[src/rtl/epmws_pkg.sv]
// package for the end-pick max window sum block
// shared sizes, sequencer states and accumulator control type; no dependencies
package epmws_pkg;

    localparam int MAX_VALUES = 1024;
    localparam int VALUE_BITS = 16;

    localparam int TAKE_W   = 11;
    localparam int SUM_BITS = 26;

    localparam int ADDR_W = $clog2(MAX_VALUES);
    localparam int CNT_W  = $clog2(MAX_VALUES + 1);
    localparam int CMP_W  = (CNT_W > TAKE_W) ? CNT_W : TAKE_W;
    localparam int ACC_W  = VALUE_BITS + $clog2(MAX_VALUES);

    localparam int IN_TDATA_W  = ((VALUE_BITS + 7) / 8) * 8;
    localparam int OUT_TDATA_W = ((SUM_BITS + 7) / 8) * 8;

    typedef enum logic [2:0] {
        ST_LOAD,
        ST_SUM,
        ST_SWAP,
        ST_DRAIN,
        ST_DONE
    } t_state;

    typedef struct packed {
        logic clr;
        logic vld;
        logic sub;
    } t_acc_ctl;

endpackage

[src/rtl/epmws_acc.sv]
// shared add/subtract unit with running sum and best-so-far registers
// depends on epmws_pkg
module epmws_acc
    import epmws_pkg::*;
(
    input  logic                  i_clk,
    input  logic                  i_rst_n,
    input  t_acc_ctl              i_ctl,
    input  logic [VALUE_BITS-1:0] i_operand,
    output logic [ACC_W-1:0]      o_best
);

    logic [ACC_W-1:0] r_sum;
    logic [ACC_W-1:0] n_sum;
    logic [ACC_W-1:0] r_best;
    logic [ACC_W-1:0] n_best;
    logic             r_upd;
    logic [ACC_W-1:0] w_opnd;

    assign w_opnd = ACC_W'(i_operand);

    // one adder; best compare works on the registered sum in the cycle after each add
    always_comb begin
        n_sum  = r_sum;
        n_best = r_best;
        if (i_ctl.clr) begin
            n_sum  = '0;
            n_best = '0;
        end else begin
            if (i_ctl.vld) begin
                n_sum = i_ctl.sub ? (r_sum - w_opnd) : (r_sum + w_opnd);
            end
            if (r_upd && (r_sum > r_best)) begin
                n_best = r_sum;
            end
        end
    end

    always_ff @(posedge i_clk) begin
        if (!i_rst_n) begin
            r_sum  <= '0;
            r_best <= '0;
            r_upd  <= 1'b0;
        end else begin
            r_sum  <= n_sum;
            r_best <= n_best;
            r_upd  <= i_ctl.vld && !i_ctl.sub && !i_ctl.clr;
        end
    end

    assign o_best = r_best;

endmodule

[config.mk]
export PLATFORM = sky130hd
export DESIGN_NAME = epmws_acc
export DESIGN_NICKNAME = d
export VERILOG_FILES = /design/src/rtl/epmws_pkg.sv /design/src/rtl/epmws_acc.sv
export SDC_FILE = /design/constraint.sdc
export NUM_CORES = 1
export LEC_CHECK = 0
export ABC_AREA = 1
export BUFFER_PORTS_ARGS = -buffer_cell sky130_fd_sc_hd__buf_4
export CAP_MARGIN = 20
export CORE_MARGIN = 5
export CORE_UTILIZATION = 55
export DETAILED_ROUTE_END_ITERATION = 6
export GPL_ROUTABILITY_DRIVEN = 0
export HOLD_SLACK_MARGIN = 0.12
export PLACE_DENSITY = 0.71
export SLEW_MARGIN = 20
export SYNTH_ARGS = -nofsm -noshare
export SYNTH_HDL_FRONTEND = slang
export SYNTH_SLANG_ARGS = --single-unit
[constraint.sdc]
create_clock -name i_clk -period 2.8 [get_ports i_clk]
set_input_delay 0.42 -clock i_clk [delete_from_list [all_inputs] [get_ports i_clk]]
set_output_delay 0.42 -clock i_clk [all_outputs]
set_load 0.1 [all_outputs]
After elaboration in Yosys (flattened, before gate mapping)
Cells that the tools add are included.
- flip-flop bits (word level): 53
- input port bits: 21
- word-level logic and storage cells: 14
- add/subtract/negate cells: 2
- $lt $le $gt $ge: 1
- muxes and demuxes: 1
- bitwise logic cells: 1
- reduce and logical (&&, ||, !) cells: 6
- operators by type and width (operator ; count):
    adder 26 x 16 -> 26 bit ; 1
    > comparator 26 bit ; 1
    two-way mux 26 bit ; 1
    subtractor 26 x 16 -> 26 bit ; 1
    logical AND 1 bit ; 3
    zero test 1 bit ; 2
    OR reduction 2 bit ; 1
    NOT 1 bit ; 1

Longest topological paths before layout
- depth in word-level cells: 3
- gate-level depth with buffers: 23
- gate-level depth less buffers: 23

Least setup slack after synthesis
OpenSTA, ideal clock, no wires.
- kind: input to register
- start point: in i_operand[2]
- end point: reg r_sum[20]
- setup time: 0.109 ns
- arrival: 2.471 ns
- data required time: 2.691 ns
- setup slack: 0.220 ns
- cell stages on the path: 18
- cells stage by stage: nor3_4 > inv_2 > o21ai_2 > nand2_1 > a21oi_2 > nand2_1 > xor2_1 > ha_1 > nand2_1 > inv_1 > a21oi_1 > nor2_1 > nor2_1 > nand3_1 > nand2_1 > nand3_1 > nand2_1 > inv_1
- word-level cells in the longest chain between the ends: 2
- RTL lines (item ; RTL line ; RTL):
    start: declaration ; epmws_acc.sv:9 ; input logic [VALUE_BITS-1:0] i_operand,
    adder 26 x 16 -> 26 bit or subtractor 26 x 16 -> 26 bit (tied branches) ; epmws_acc.sv:31 ; n_sum = i_ctl.sub ? (r_sum - w_opnd) : (r_sum + w_opnd);
    two-way mux 26 bit * ; epmws_acc.sv:31 ;
    end signal: assignment ; epmws_acc.sv:45 ; r_sum <= n_sum;
    end: declaration ; epmws_acc.sv:13 ; logic [ACC_W-1:0] r_sum;
Mark *: on every way between the ends. The rest lies on a longest branch, timed or not.
A chain may end at the register's enable or synchronous reset.

Worst setup path after layout
- start point: in i_operand[1]
- end point: reg r_sum[14]
The elaborated chain is that of the path after synthesis.

==> results.txt <==
Status: complete, no violations
Leak: 3.090 nW
Final net count: 979
Final hold vios: 0
Worst-Margin Slew: 741.0 ps
Sequential share of power: 37.3%
Post-Synth Simple-Gate Area: 32.11%
Global-route wire length before repair: 23,670 µm
DRC violations left: 0
Hold Path Depth: 2
Synthesized instance count: 832
Sequential area share after synthesis: 21.14%
Slew Limit Fails: 0
Grt total ovfl: 0
Total routed wirelength: 14,290 µm
Ratio of final minimum period to clock period: 94.98%
CTS tree: built
Worst-Skew Late Latency: 310 ps
Vias in the first global route: 5,124
TritonCTS buffer count: 5
CTS Root Cell: clkbuf_8
Mux contribution to synthesized area: 0%
Starting Density: 56.99%
I/O pin cnt: 47
Area of the die: 0.01114 mm²
Switching pwr: 0.0008917 W
RSZ-0062 raised after global routing: true
Critical Path RT: 3010 ps
Dpl ws: -226.8 ps
Logic pwr share: 41.8%
Via count: 5,386
R2r startpoint: o_best[25]$_SDFFE_PP0P_
Synth-to-layout area growth: 18.00%
Worst Hold Path EP: r_upd$_SDFF_PN0_
Synthesized area: 0.005019 mm²
Crit Path Class: input port to register
Share of cells above drive strength 1: 15.34%
Maxcap violations: 0
Final Power: 0.002183 W
Finished Cell Area: 0.005922 mm²
Commonest non-fill, non-tap cells in the layout: 202 x nand2_1, 159 x inv_1, 87 x buf_4
FF-to-FF path depth: 11
Clk pin slew, worst setup/hold paths: 110 ps
# rows: 34
Setup TNS: 0 ps
CTS Hold Buffers Added: 0
Netlist cell types: 35
Total track usage: 25.35%
Pwr Density: 368.6 mW/mm²
CP Capture Type: register
CTS sink cnt: 53
Post-Syn Area per Cell: 6.032 µm²
Core area: 0.008806 mm²
Setup Skew: 14.35 ps
Die height: 105.5 µm
FMAX: 0.3760 GHz
Largest family of logic cells by synthesized area: simple AND/OR/NAND/NOR gates
Post-DRT Antenna Nets: 0
Pin count of the biggest net entering global routing: 53
IO Port Bufs: 46
Post-DP Area: 0.005678 mm²
Hold Crit Start: i_ctl[0]
Vias per std cell: 5.312
Minimum clock period: 2659 ps
Synth Area in XOR/XNOR: 3.665%
Final worst slack: 140.5 ps
R2R setup slack: 560 ps
Post-Synth Adder-Cell Area: 13.36%
Synth Net Count: 906
Critical path arrival: 2870 ps
CTS Buffer Depth: 2
#FFs+latches synth: 53
1st-iter DRT viols: 455
Crit path max fanout: 5
Most common cell after layout, fill and taps aside: nand2_1
Post-DP HPWL: 11,120 µm
Worst min path class: input port to register
R2R Path End: o_best[3]$_SDFFE_PP0P_
Slew HR: 50.54%
Worst IR drop on VDD: 0.2478 mV
Initial antenna violation count: 0
Sw frac: 40.85%
Compound-Gate Fraction of Synth Area: 15.11%
# setup viols final: 0
Inserted Diodes: 0
Synthesis Warnings: 0
Router iterations before antenna repair: 5
Wirelength per Cell: 14.09 µm
H-tree levels: 2
Clock power frac: 20.9%
P_int: 0.001291 W
CP startpoint kind: input port
Die W: 105.5 µm
per-layer routing:
layer / routed length (µm) / part of all wire, % / GRT usage, %
met5: 0 / 0 / 0
met2: 6366 / 45 / 41.03
met3: 1246 / 8.7 / 3.851
met4: 262 / 1.8 / 6.475
met1: 6410 / 45 / 35.35
worst max-delay path, cell delays in order:
cell	delay, ps
buf_4	120
inv_1	60
ha_1	150
nand2_1	70
inv_1	50
nand3_1	70
inv_1	70
nand2_1	80
o31ai_2	230
xnor2_1	160
inv_1	60
ha_2	380
nand2_2	120
nor2_2	190
inv_1	90
a21oi_2	140
nor2_1	70
nand3_1	100
nand2_1	50
o21a_1	170
cell usage after synthesis:
master | count | area share [%]
dfxtp_1 | 53 | 21
xnor2_1 | 6 | 1.0
nand3_2 | 2 | 0.40
fa_1 | 1 | 0.40
nand4_1 | 11 | 1.4
a21oi_2 | 2 | 0.35
o21bai_1 | 8 | 1.2
nand3_4 | 1 | 0.35
clkbuf_1 | 8 | 0.60
ha_1 | 52 | 13
a31oi_1 | 1 | 0.12
nor3_4 | 1 | 0.32
or2_0 | 1 | 0.12
o21ai_0 | 28 | 2.8
buf_6 | 5 | 1.1
o21ai_2 | 2 | 0.35
nand2_1 | 206 | 15
a21boi_2 | 1 | 0.22
or2_1 | 1 | 0.12
nand2_2 | 2 | 0.25
xor2_1 | 15 | 2.6
nor2_2 | 3 | 0.37
o211ai_1 | 1 | 0.15
inv_2 | 2 | 0.15
nor3b_1 | 1 | 0.15
inv_1 | 159 | 12
a21o_1 | 1 | 0.15
a21oi_1 | 92 | 9.2
buf_1 | 2 | 0.15
o21a_1 | 3 | 0.45
nand3_1 | 64 | 6.4
nor2_1 | 81 | 6.1
nor3_1 | 8 | 0.80
buf_2 | 7 | 0.70
o31ai_1 | 1 | 0.15
sequential cells by signal (all words and copies together), names as in the netlist:
| register | flops |
|---|---|
| r_upd | 1 |
| r_sum | 26 |
| o_best | 26 |
worst max-delay path by stage:
stage,from,end,slack [ps],cells after the start
final,i_operand[1],r_sum[14]$_SDFFE_PP0P_,140,20
after global routing,i_operand[1],r_sum[23]$_SDFFE_PP0P_,-60,22
after CTS,i_operand[1],r_sum[13]$_SDFFE_PP0P_,110,21
after detailed placement,i_operand[1],r_sum[13]$_SDFFE_PP0P_,-230,21
after global placement,i_operand[1],r_sum[13]$_SDFFE_PP0P_,-140,21
after floorplan,i_operand[2],r_sum[20]$_SDFFE_PP0P_,220,18
layout make-up:
| type | count | area [µm²] |
|---|---|---|
| repair buffers | 88 | 673.1 |
| flip-flops and latches | 53 | 1061 |
| clock buffers | 6 | 72.57 |
| clock inverters | 2 | 15.01 |
| multi-input cells | 596 | 3361 |
| inverters | 161 | 604.3 |
| well taps | 108 | 135.1 |
| fillers | 821 | 2884 |
metrics by stage:
| stage | hold slack [ps] | utilization, % | std cells |
|---|---|---|---|
| floorplan | 501.7 | - | 832 |
| global placement | 487.2 | 64.48 | 1002 |
| detailed placement | 503.4 | 64.48 | 1002 |
| CTS | 365.3 | 65.47 | 1010 |
| global route | 373.6 | 67.25 | 1014 |
| finish | 377.6 | 67.25 | 1014 |
cells by family (layout without fill, tap and decap cells):
| kind of cell | count (synthesis) | in the layout |
|---|---|---|
| compound gates | 140 | 140 |
| xor+xnor | 21 | 21 |
| fa+ha+maj | 53 | 53 |
| buf+inv | 183 | 257 |
| flops | 53 | 53 |
| simple gates | 382 | 382 |
timing repair:
action | CTS | global route
gates resized for setup | 0 | 28
setup buffers | 0 | 4
endpoints found under the setup margin | 0 | 13
power groups by stage:
stage,logic (W),clock network (W),registers (W)
floorplan,0.000609,0,0.000857
global placement,0.000838,0,0.000828
detailed placement,0.000856,0,0.000829
CTS,0.000860,0.000468,0.000812
global route,0.00103,0.000496,0.000817
finish,0.000913,0.000455,0.000815
Power figures use the tool's default switching activity.
